===== src/design/mttsf_pkg.sv =====
package mttsf_pkg;

    localparam int NUM_CHANNELS = 5;
    localparam int RING_DEPTH   = 8;
    localparam int SAMPLE_BITS  = 10;

    localparam int CH_BITS      = 3;
    localparam int SUM_BITS     = 13;
    localparam int AVG_BITS     = 10;
    localparam int TRUST_BITS   = 8;
    localparam int MODE_BITS    = 2;
    localparam int CFG_IDX_BITS = 2;
    localparam int CFG_DATA_BITS = 8;

    localparam int RING_ENTRIES = NUM_CHANNELS * RING_DEPTH;
    localparam int ADDR_BITS    = $clog2(RING_ENTRIES);
    localparam int SLOT_BITS    = $clog2(RING_DEPTH);
    localparam int RING_SHIFT   = $clog2(RING_DEPTH);
    localparam int CH_IDX_BITS  = $clog2(NUM_CHANNELS);

    typedef enum logic [MODE_BITS-1:0] {
        MODE_PLAIN = 2'd0,
        MODE_HALVE = 2'd1,
        MODE_TREND = 2'd2
    } t_mode;

    localparam logic [CFG_IDX_BITS-1:0] CFG_FILTER_MODE = 2'd0;
    localparam logic [CFG_IDX_BITS-1:0] CFG_TRUST_MAX   = 2'd1;

    localparam logic [MODE_BITS-1:0]  MODE_RESET      = MODE_TREND;
    localparam logic [TRUST_BITS-1:0] TRUST_MAX_RESET = 8'd128;

    typedef struct packed {
        logic [CH_BITS-1:0]     ch;
        logic [SAMPLE_BITS-1:0] sample;
        logic                   missing;
        logic                   in_range;
        logic [ADDR_BITS-1:0]   addr;
    } t_item;

endpackage


===== src/design/multichannel_trend_trust_sensor_filter_core.sv =====
// Channel  Direction  Handshake              Word
// in       input      i_in_valid/o_in_stall  channel, sample, missing flag, frame end
// out      output     o_out_valid/i_out_stall channel, window sum, window average
// cfg      input      i_cfg_valid/o_cfg_ready register index, write data
//
// One word per cycle sustained while i_out_stall is low. The edge that accepts a
// word reads the ring into the stage-2 register; the output register is loaded
// when stage 2 advances.
// The ring is one memory read on accept and written back when stage 2 advances; a
// one-deep bypass covers a read that meets the write to the same entry.
// Reset is synchronous; ring entries carry valid bits, so no clearing pass.
// o_in_stall rises only when the stage holding the read data and the output
// register are both full and i_out_stall is high.
module multichannel_trend_trust_sensor_filter_core (
    input  logic                              i_clk,
    input  logic                              i_rst_n,

    input  logic                              i_in_valid,
    output logic                              o_in_stall,
    input  logic [mttsf_pkg::CH_BITS-1:0]     i_channel,
    input  logic [mttsf_pkg::SAMPLE_BITS-1:0] i_sample,
    input  logic                              i_sample_missing,
    input  logic                              i_end_of_frame,

    output logic                              o_out_valid,
    input  logic                              i_out_stall,
    output logic [mttsf_pkg::CH_BITS-1:0]     o_out_channel,
    output logic [mttsf_pkg::SUM_BITS-1:0]    o_window_sum,
    output logic [mttsf_pkg::AVG_BITS-1:0]    o_window_average,

    input  logic                                i_cfg_valid,
    output logic                                o_cfg_ready,
    input  logic [mttsf_pkg::CFG_IDX_BITS-1:0]  i_cfg_index,
    input  logic [mttsf_pkg::CFG_DATA_BITS-1:0] i_cfg_data
);
    import mttsf_pkg::*;

    // configuration
    logic [MODE_BITS-1:0]  r_filter_mode;
    logic [TRUST_BITS-1:0] r_trust_max;

    // ring memory and its valid bits
    logic [SAMPLE_BITS-1:0] r_ring [RING_ENTRIES];
    logic [RING_ENTRIES-1:0] r_ring_vld;
    logic [SAMPLE_BITS-1:0] r_rd_data;
    logic                   r_rd_vld;
    logic                   r_fwd_hit;
    logic [SAMPLE_BITS-1:0] r_fwd_data;

    // per-channel state, read and written in the same stage
    logic [SUM_BITS-1:0]   r_chan_sum [NUM_CHANNELS];
    logic [TRUST_BITS-1:0] r_trust    [NUM_CHANNELS];
    logic                  r_last_dir [NUM_CHANNELS];
    logic [SLOT_BITS-1:0]  r_write_slot;

    // pipeline
    t_item r_s2;
    logic  r_s2_valid;
    logic  r_o_valid;
    logic [CH_BITS-1:0]  r_o_channel;
    logic [SUM_BITS-1:0] r_o_sum;
    logic [AVG_BITS-1:0] r_o_avg;

    logic accept;
    logic adv2;
    logic in_range;
    logic [ADDR_BITS-1:0] rd_addr;

    logic [CH_IDX_BITS-1:0]  ci;
    logic [SAMPLE_BITS-1:0]  old_val;
    logic [SAMPLE_BITS-1:0]  s_eff;
    logic [SUM_BITS-1:0]     sum_cur;
    logic [TRUST_BITS-1:0]   trust_cur;
    logic                    dir_cur;
    logic [SAMPLE_BITS-1:0]  avg_cur;
    logic [SAMPLE_BITS-1:0]  entry;
    logic [TRUST_BITS-1:0]   trust_new;
    logic                    dir_new;
    logic [SUM_BITS-1:0]     new_sum;
    logic                    ring_we;
    logic                    trend_we;

    assign adv2       = r_s2_valid && (!r_o_valid || !i_out_stall);
    assign o_in_stall = r_s2_valid && !adv2;
    assign accept     = i_in_valid && !o_in_stall;
    assign o_cfg_ready = 1'b1;

    assign in_range = (int'(i_channel) < NUM_CHANNELS);
    assign rd_addr  = in_range
                    ? ADDR_BITS'(int'(i_channel) * RING_DEPTH + int'(r_write_slot))
                    : '0;

    assign ci = r_s2.ch[CH_IDX_BITS-1:0];

    always_comb begin
        logic [TRUST_BITS-1:0]  t0;
        logic                   dir;
        logic [TRUST_BITS:0]    td;
        logic [TRUST_BITS-1:0]  tc;
        logic [SAMPLE_BITS:0]   hi;
        logic [SAMPLE_BITS:0]   lo_chk;
        logic [SAMPLE_BITS:0]   half_sum;

        old_val = r_fwd_hit ? r_fwd_data : (r_rd_vld ? r_rd_data : '0);
        s_eff   = r_s2.missing ? old_val : r_s2.sample;

        sum_cur   = r_s2.in_range ? r_chan_sum[ci] : '0;
        trust_cur = r_s2.in_range ? r_trust[ci]    : '0;
        dir_cur   = r_s2.in_range ? r_last_dir[ci] : 1'b0;
        avg_cur   = SAMPLE_BITS'(sum_cur >> RING_SHIFT);

        // trend-trust step
        t0  = (trust_cur == '0) ? TRUST_BITS'(1) : trust_cur;
        dir = (s_eff > avg_cur);
        td  = (dir != dir_cur) ? (TRUST_BITS+1)'(1) : {t0, 1'b0};
        tc  = (td > {1'b0, r_trust_max}) ? r_trust_max : td[TRUST_BITS-1:0];
        hi     = {1'b0, avg_cur} + (SAMPLE_BITS+1)'(tc);
        lo_chk = {1'b0, s_eff} + (SAMPLE_BITS+1)'(tc);
        half_sum = {1'b0, old_val} + {1'b0, s_eff};

        trust_new = trust_cur;
        dir_new   = dir_cur;
        case (r_filter_mode)
            MODE_HALVE: begin
                entry = half_sum[SAMPLE_BITS:1];
            end
            MODE_TREND: begin
                if (s_eff == avg_cur) begin
                    entry     = s_eff;
                    trust_new = TRUST_BITS'(1);
                end else if ({1'b0, s_eff} > hi) begin
                    entry     = hi[SAMPLE_BITS-1:0];
                    trust_new = tc;
                    dir_new   = dir;
                end else if (lo_chk < {1'b0, avg_cur}) begin
                    entry     = avg_cur - SAMPLE_BITS'(tc);
                    trust_new = tc;
                    dir_new   = dir;
                end else begin
                    entry     = s_eff;
                    trust_new = tc >> 2;
                    dir_new   = dir;
                end
            end
            default: begin
                // plain, and the unused code acts as plain
                entry = s_eff;
            end
        endcase

        new_sum = r_s2.in_range
                ? sum_cur - SUM_BITS'(old_val) + SUM_BITS'(entry)
                : '0;
    end

    assign ring_we  = adv2 && r_s2.in_range;
    assign trend_we = ring_we && (r_filter_mode == MODE_TREND);

    // ring memory: registered read on accept, write-back from stage 2
    always_ff @(posedge i_clk) begin
        if (ring_we) begin
            r_ring[r_s2.addr] <= entry;
        end
        if (accept) begin
            r_rd_data  <= r_ring[rd_addr];
            r_fwd_data <= entry;
        end
    end

    always_ff @(posedge i_clk) begin
        if (!i_rst_n) begin
            r_filter_mode <= MODE_RESET;
            r_trust_max   <= TRUST_MAX_RESET;
            r_ring_vld    <= '0;
            r_rd_vld      <= 1'b0;
            r_fwd_hit     <= 1'b0;
            r_write_slot  <= '0;
            r_s2_valid    <= 1'b0;
            r_o_valid     <= 1'b0;
            for (int i = 0; i < NUM_CHANNELS; i++) begin
                r_chan_sum[i] <= '0;
                r_trust[i]    <= '0;
                r_last_dir[i] <= 1'b0;
            end
        end else begin
            if (i_cfg_valid) begin
                case (i_cfg_index)
                    CFG_FILTER_MODE: r_filter_mode <= i_cfg_data[MODE_BITS-1:0];
                    CFG_TRUST_MAX:   r_trust_max   <= i_cfg_data[TRUST_BITS-1:0];
                    default: ;
                endcase
            end

            if (ring_we) begin
                r_ring_vld[r_s2.addr] <= 1'b1;
                r_chan_sum[ci]        <= new_sum;
            end
            if (trend_we) begin
                r_trust[ci]    <= trust_new;
                r_last_dir[ci] <= dir_new;
            end

            if (accept) begin
                r_rd_vld  <= r_ring_vld[rd_addr];
                // write landing on the entry read at this same edge
                r_fwd_hit <= ring_we && (r_s2.addr == rd_addr);
                if (i_end_of_frame) begin
                    if (r_write_slot == SLOT_BITS'(RING_DEPTH - 1)) begin
                        r_write_slot <= '0;
                    end else begin
                        r_write_slot <= r_write_slot + SLOT_BITS'(1);
                    end
                end
            end

            if (accept) begin
                r_s2_valid <= 1'b1;
            end else if (adv2) begin
                r_s2_valid <= 1'b0;
            end

            if (adv2) begin
                r_o_valid <= 1'b1;
            end else if (!i_out_stall) begin
                r_o_valid <= 1'b0;
            end
        end
    end

    // payload registers
    always_ff @(posedge i_clk) begin
        if (accept) begin
            r_s2.ch       <= i_channel;
            r_s2.sample   <= i_sample[SAMPLE_BITS-1:0];
            r_s2.missing  <= i_sample_missing;
            r_s2.in_range <= in_range;
            r_s2.addr     <= rd_addr;
        end
        if (adv2) begin
            r_o_channel <= r_s2.ch;
            r_o_sum     <= new_sum;
            r_o_avg     <= AVG_BITS'(new_sum >> RING_SHIFT);
        end
    end

    assign o_out_valid      = r_o_valid;
    assign o_out_channel    = r_o_channel;
    assign o_window_sum     = r_o_sum;
    assign o_window_average = r_o_avg;

`ifndef SYNTH
    a_fwd_capture: assert property (@(posedge i_clk) disable iff (!i_rst_n)
        accept && ring_we && (r_s2.addr == rd_addr) |=> r_fwd_hit)
        else $error("bypass missed a same-entry write");

    a_avg_matches_sum: assert property (@(posedge i_clk) disable iff (!i_rst_n)
        o_out_valid |-> (o_window_average == AVG_BITS'(o_window_sum >> RING_SHIFT)))
        else $error("average does not follow sum");

    a_bad_channel_zero: assert property (@(posedge i_clk) disable iff (!i_rst_n)
        o_out_valid && (int'(o_out_channel) >= NUM_CHANNELS) |-> (o_window_sum == '0))
        else $error("out-of-range channel reported nonzero sum");

    a_no_overrun: assert property (@(posedge i_clk) disable iff (!i_rst_n)
        r_o_valid && i_out_stall && r_s2_valid |-> !accept)
        else $error("accepted a word with the pipeline full");
`endif

endmodule


===== config.mk =====
export PLATFORM = sky130hd
export DESIGN_NAME = multichannel_trend_trust_sensor_filter_core
export DESIGN_NICKNAME = d
export VERILOG_FILES = /design/src/design/mttsf_pkg.sv /design/src/design/multichannel_trend_trust_sensor_filter_core.sv
export SDC_FILE = /design/constraint.sdc
export NUM_CORES = 1
export LEC_CHECK = 0
export ABC_AREA = 0
export BUFFER_PORTS_ARGS = -buffer_cell sky130_fd_sc_hd__buf_2
export CAP_MARGIN = 40
export CORE_UTILIZATION = 35
export DETAILED_ROUTE_END_ITERATION = 8
export GPL_TIMING_DRIVEN = 0
export HOLD_SLACK_MARGIN = 0.06
export PLACE_DENSITY = 0.52
export SYNTH_ARGS = -nofsm -noshare
export SYNTH_HDL_FRONTEND = slang
export SYNTH_SLANG_ARGS = --single-unit
export TNS_END_PERCENT = 20

===== constraint.sdc =====
create_clock -name i_clk -period 15.3 [get_ports i_clk]
set_input_delay 0 -clock i_clk [delete_from_list [all_inputs] [get_ports i_clk]]
set_output_delay 0 -clock i_clk [all_outputs]
set_load 0.02 [all_outputs]

== Word-level counts from Yosys, hierarchy flattened ==
Memory sizes are Yosys's and may differ from the RTL's. A register that Yosys moved wholly into a read port is not among the register bits.
Index checks and enable logic that the tools add are counted.
Widths: inputs -> output; s select.
Storage, ports and cells
  flip-flop bits (word level): 114
  memory bits (writable): 510
  input port bits: 30
  memories kept: 4
Operators by class
  $add $sub $neg: 8
  $lt $le $gt $ge: 8
  equal/unequal tests: 8
  mux-type cells: 50
  bitwise operators: 1
  reduce and logical (&&, ||, !) cells: 21
Memories
  r_ring: words 40, width 10, read ports 1, clocked after memory_dff 1, write ports 1, RTL line multichannel_trend_trust_sensor_filter_core.sv:43  | logic [SAMPLE_BITS-1:0] r_ring [RING_ENTRIES];
  r_chan_sum: words 5, width 13, read ports 1, clocked after memory_dff 1, write ports 5, RTL line multichannel_trend_trust_sensor_filter_core.sv:51  | logic [SUM_BITS-1:0] r_chan_sum [NUM_CHANNELS];
  r_trust: words 5, width 8, read ports 1, clocked after memory_dff 1, write ports 5, RTL line multichannel_trend_trust_sensor_filter_core.sv:52  | logic [TRUST_BITS-1:0] r_trust [NUM_CHANNELS];
  r_last_dir: words 5, width 1, read ports 1, clocked after memory_dff 1, write ports 5, RTL line multichannel_trend_trust_sensor_filter_core.sv:53  | logic r_last_dir [NUM_CHANNELS];
Operators with widths (number)
  $mux 8: 8
  $mux 10: 6
  $or 40x40->40: 1
  $mux 13: 3
  $add 10x8->11: 2
  $mux 1: 21
  $mux 3: 7
  $pmux 10 s2: 1
  $lt 6x7->1 const B: 2
  $add 13x10->13: 1
  $reduce_or 13->1: 1
  $sub 13x10->13: 1
  $add 10x10->11: 1
  $gt 10x11->1: 1
  $lt 11x10->1: 1
  $eq 10x10->1: 1
  $gt 10x10->1: 1
  $sub 10x8->10: 1
  $gt 9x8->1: 1
  $mux 9: 1
  $logic_not 8->1: 1
  $reduce_or 8->1: 1
  $logic_and 1x1->1: 7
  $add 6x3->6: 1
  other kinds (18): 24

== Logic depth before layout (Yosys ltp) ==
  word-level depth: 17
  mapped depth: 58
  mapped depth without buffers: 54

== Worst setup path after synthesis ==
Ideal clock, no wire load.
  path type: reg2reg
  start: reg (tool-made name)
  end: reg r_o_sum[12], in the netlist o_window_sum[12], data pin
  setup time: 205 ps
  arrival: 13819 ps
  path slack: 1277 ps
  cell stages (with the launch flop): 50
  path buffers: 5
  clock period less this slack: 14023 ps
  path through: dfxtp_1 buf_6 buf_12 buf_2 buf_1 mux4_2 mux2_2 nand2_1 ha_1 a211oi_1 nor2_1 a2111oi_1 nor2_1 xor2_1 nor2_1 ha_1 a21oi_1 nor2_1 [14 not listed] nand3_1 o31ai_1 and3_1 clkbuf_1 a21oi_1 o21ai_0 fa_1 inv_1 fa_1 nor2b_1 o21ai_0 a21oi_1 o21a_1 o21ai_0 a21oi_1 or3_1 a21o_1 a21boi_0
RTL lines
  to (signal assigned): RTL line multichannel_trend_trust_sensor_filter_core.sv:241  | r_o_sum <= new_sum;
  to (decl): RTL line multichannel_trend_trust_sensor_filter_core.sv:61  | logic [SUM_BITS-1:0] r_o_sum;

==> metrics <==
outcome=completed; TritonCTS clock tree=yes; core area=89900 um2; I/O Pins=59; die area=around 92000 um2; RR Endpoint=r_chan_sum[5][12]; initial antenna violation count=4; post-synthesis sequential area ratio=between 60% and 70%; DR DRC count=0; Tot GR Track Use=between 10% and 20%; Initial Utilization=a little over a third; global-route wire length before repair=roughly 130000 um; Tmin final=14460 ps; hold path depth=2; Synth Net Count=2513; vias post-DR=between 20000 and 25000; clock power share=32.7%; Yosys reg bits=693; CP required=roughly 16000 ps; Final GP Congestion=0.887; Cells after Synth=2382; Pwr per Cell Area=about 150 nW/um2; sw frac=between 30% and 40%; Die Ht=303 um; Reg2Reg Depth=between 50 and 60; Power, Total=approximately 5.6 mW; GR Overflow Total=0; wire per inst=approximately 23 um; largest net degree at the start of global routing=42; fin util=41.6%; Detailed Place HPWL=roughly 66000 um; Worst Hold End=r_s2[15]; Startpoint Class=register; fin nets=about 2800; kind of critical path=reg -> reg; Worst-path clk slew=60 ps; skew final=a little over 30 ps; CP most frequent cell=a21oi_1; Rows=110; maximum fanout along the worst path=10; share of flip-flops with an asynchronous set or reset=0%; critical path's slowest cell=a21oi_1; chip width=between 300 and 400 um; Clock Sinks=693; Comb pwr share=25.0%; CTS max path bufs=3; Reg power frac=a little over two fifths; unrepaired setup endpoints after global routing=no; Setup-failing EPs final=0; diode count=0; DR vias/cell=~5.3; MaxCap Viol Count=0; P&R area growth vs syn=17.9%; Synth Warn #=0; Distinct cells, synth=just under 80; Routed Antenna Nets=0; clock root cell=clkbuf_16; Port Buffers=57; Final Hold Vio Count=0; worst-skew pair later-pin latency=640 ps; static leakage=roughly 13 nW; Critical Path Sink Type=register; final-report max-slew violation count=0; Primary FF master, synth=edfxtp_1; post-route cell area=~37000 um2; share of layout cells above drive strength 1=14.9%; fin crit share=roughly 95%; fmax=69.2 MHz; total routed wirelength=~90000 um; internal power=3.86 mW; DR iter-0 viols=between 1500 and 2000; Arrival @ worst endpoint=14860 ps; Worst-Margin Slew=a little under 1000 ps; slew margin rel.=a little over a third; Slowest Stage Delay on Critical Path=between 600 and 700 ps; placed inst area=about 34000 um2; net switching power figure=around 1.7 mW; syn avg cell area=around 13 um2; number of synthesized flops with an enable pin=628; hold_sp=i_sample[7]; r2r setup slk=840 ps; peak supply drop=around 0.000094 V; mapped cell area=about 32000 um2; clock buffer count from CTS=a little under 80; DRT Pass-1 Iters=5; Worst Hold Class=in -> reg; H-tree depth=3; vias in the first global route=about 21000
[power by group through the flow]
| stage | sequential (mW) | combinational, mW | clock (mW) |
|---|---|---|---|
| after floorplan | 2.42 | 0.766 | 0 |
| after global placement | 2.43 | 1.20 | 0 |
| after detailed placement | 2.39 | 1.34 | 0 |
| after CTS | 2.35 | 1.37 | 1.85 |
| after global routing | 2.36 | 1.51 | 1.92 |
| final | 2.35 | 1.39 | 1.82 |
[cell families (layout without fill, tap and decap cells)]
kind of cell / count (synthesis) / count (layout) / share of synthesized area [%]
multiplexers: 133 / 133 / 8.06
XOR/XNOR: 40 / 40 / 1.15
other: 1 / 1 / 0.0118
adder cells (fa/ha/maj): 101 / 101 / 4.32
flip-flops: 693 / 693 / 63.6
AO/OA/AOI/OAI: 393 / 395 / 8.74
AND/OR/NAND/NOR: 794 / 794 / 11.2
buffers and inverters: 227 / 547 / 2.93
[stage by stage]
stage	std cells	worst slack (ps)	hold WS (ps)	TNS [ps]
after global routing	3880	14.4	86.8	0
final	3880	841	86.2	0
after global placement	3615	-5590	184	-994360
after CTS	3875	23.0	63.5	0
after floorplan	2382	1280	98.9	0
after detailed placement	3692	-766	181	-17970
[metal layers]
layer	global-route usage, %	wire (um)	vias up
met5	0	0	-
met4	7.20	3540	0
met3	2.67	4550	159
met2	33.3	43800	588
met1	26.1	39100	10419
li1	-	-	9518
[worst max-delay path by stage]
stage                              to  startpoint
floorplan            o_window_sum[12]    register
global placement     o_window_sum[12]    register
detailed placement  r_chan_sum[5][12]    register
CTS                 r_chan_sum[5][12]    register
global route        r_chan_sum[5][12]    register
finish              r_chan_sum[5][12]    register
[final cells by class]
cell class              count  area, um2
plain buffers             139        601
well taps                1176       1470
flip-flops and latches    693      20200
inverters                  86        323
fillers                  8360      52500
clock buffers             104       2080
repair buffers            182       1550
multi-input cells        1464      10800
clock inverters            36        392
[synthesized netlist by cell type (7+ instances only)]
cell type  number  area share (%)
clkbuf_1      103             1.2
o211ai_1        8            0.19
o21a_1         48             1.1
a211oi_1       51             1.2
o22ai_1        10            0.20
buf_4          11            0.26
mux2_2         18            0.64
buf_1          16            0.19
nor2b_1        43            0.85
a22oi_1        16            0.38
nand2b_1       10            0.20
a31oi_1        30            0.59
mux4_2         79             5.6
inv_1          86             1.0
mux2i_1        23            0.73
xor2_1         10            0.28
ha_1           87             3.4
a21o_1         21            0.50
nand3b_1       10            0.24
dfxtp_1        65             4.1
a311oi_1       44             1.2
fa_1           14            0.88
nor3_1         41            0.65
or3_1          12            0.24
nand2_1       337             4.0
o21bai_1        9            0.21
xnor2_1        29            0.80
o21ai_0        30            0.47
buf_2           9            0.14
nand3_1       107             1.7
and3_1         30            0.59
nor2_1        170             2.0
edfxtp_1      628              59
mux4_1         13             1.1
o221ai_1        7            0.19
a21oi_1        77             1.2
[critical path: cells and delay by family (launching register included)]
kind / cells / cell delay, ps
AOI/OAI and AO/OA: 28 / 6590
xor gates and xnor gates: 2 / 330
adders and majority gates: 6 / 2170
buffers and inverters: 6 / 2460
DFF: 1 / 300
muxes: 1 / 420
and+or+nand+nor: 10 / 1900
[what timing repair did]
item	in CTS	in global routing
resized for setup	4	11
gates cloned	1	1
buffers inserted	0	5
hold endpoints to repair	44	0
hold buffers	43	0
pin swaps	1	3
endpoints found under the setup margin	54	58
[cell usage in the layout, fill, tap and decap left out, types with 18 or more instances in the layout]
cell | netlist | layout
edfxtp_1 | 628 | 628
nand2_1 | 337 | 336
nor2_1 | 170 | 168
clkbuf_1 | 103 | 122
nand3_1 | 107 | 107
ha_1 | 87 | 87
inv_1 | 86 | 85
mux4_2 | 79 | 79
clkbuf_16 | 0 | 77
a21oi_1 | 77 | 76
buf_2 | 9 | 69
dfxtp_1 | 65 | 65
buf_4 | 11 | 65
a211oi_1 | 51 | 51
o21a_1 | 48 | 48
a311oi_1 | 44 | 44
nor2b_1 | 43 | 43
dlygate4sd3_1 | 0 | 43
nor3_1 | 41 | 41
and3_1 | 30 | 30
xnor2_1 | 29 | 29
o21ai_0 | 30 | 29
a31oi_1 | 30 | 28
mux2i_1 | 23 | 23
a21o_1 | 21 | 21
mux2_2 | 18 | 18
[registers in the layout (all words and copies together), names as in the netlist, 2 cells and up, named ones only]
| signal | count |
|---|---|
| r_trust_max | 8 |
| ci | 3 |
| r_rd_data | 10 |
| r_fwd_data | 10 |
| r_ring_vld | 40 |
| r_filter_mode | 2 |
| r_chan_sum | 104 |
| o_out_channel | 3 |
| o_window_sum | 13 |
| r_ring | 400 |
| r_last_dir | 8 |
| r_trust | 64 |
| r_write_slot | 3 |
| r_s2 | 18 |
Power figures use the tool's default switching activity.
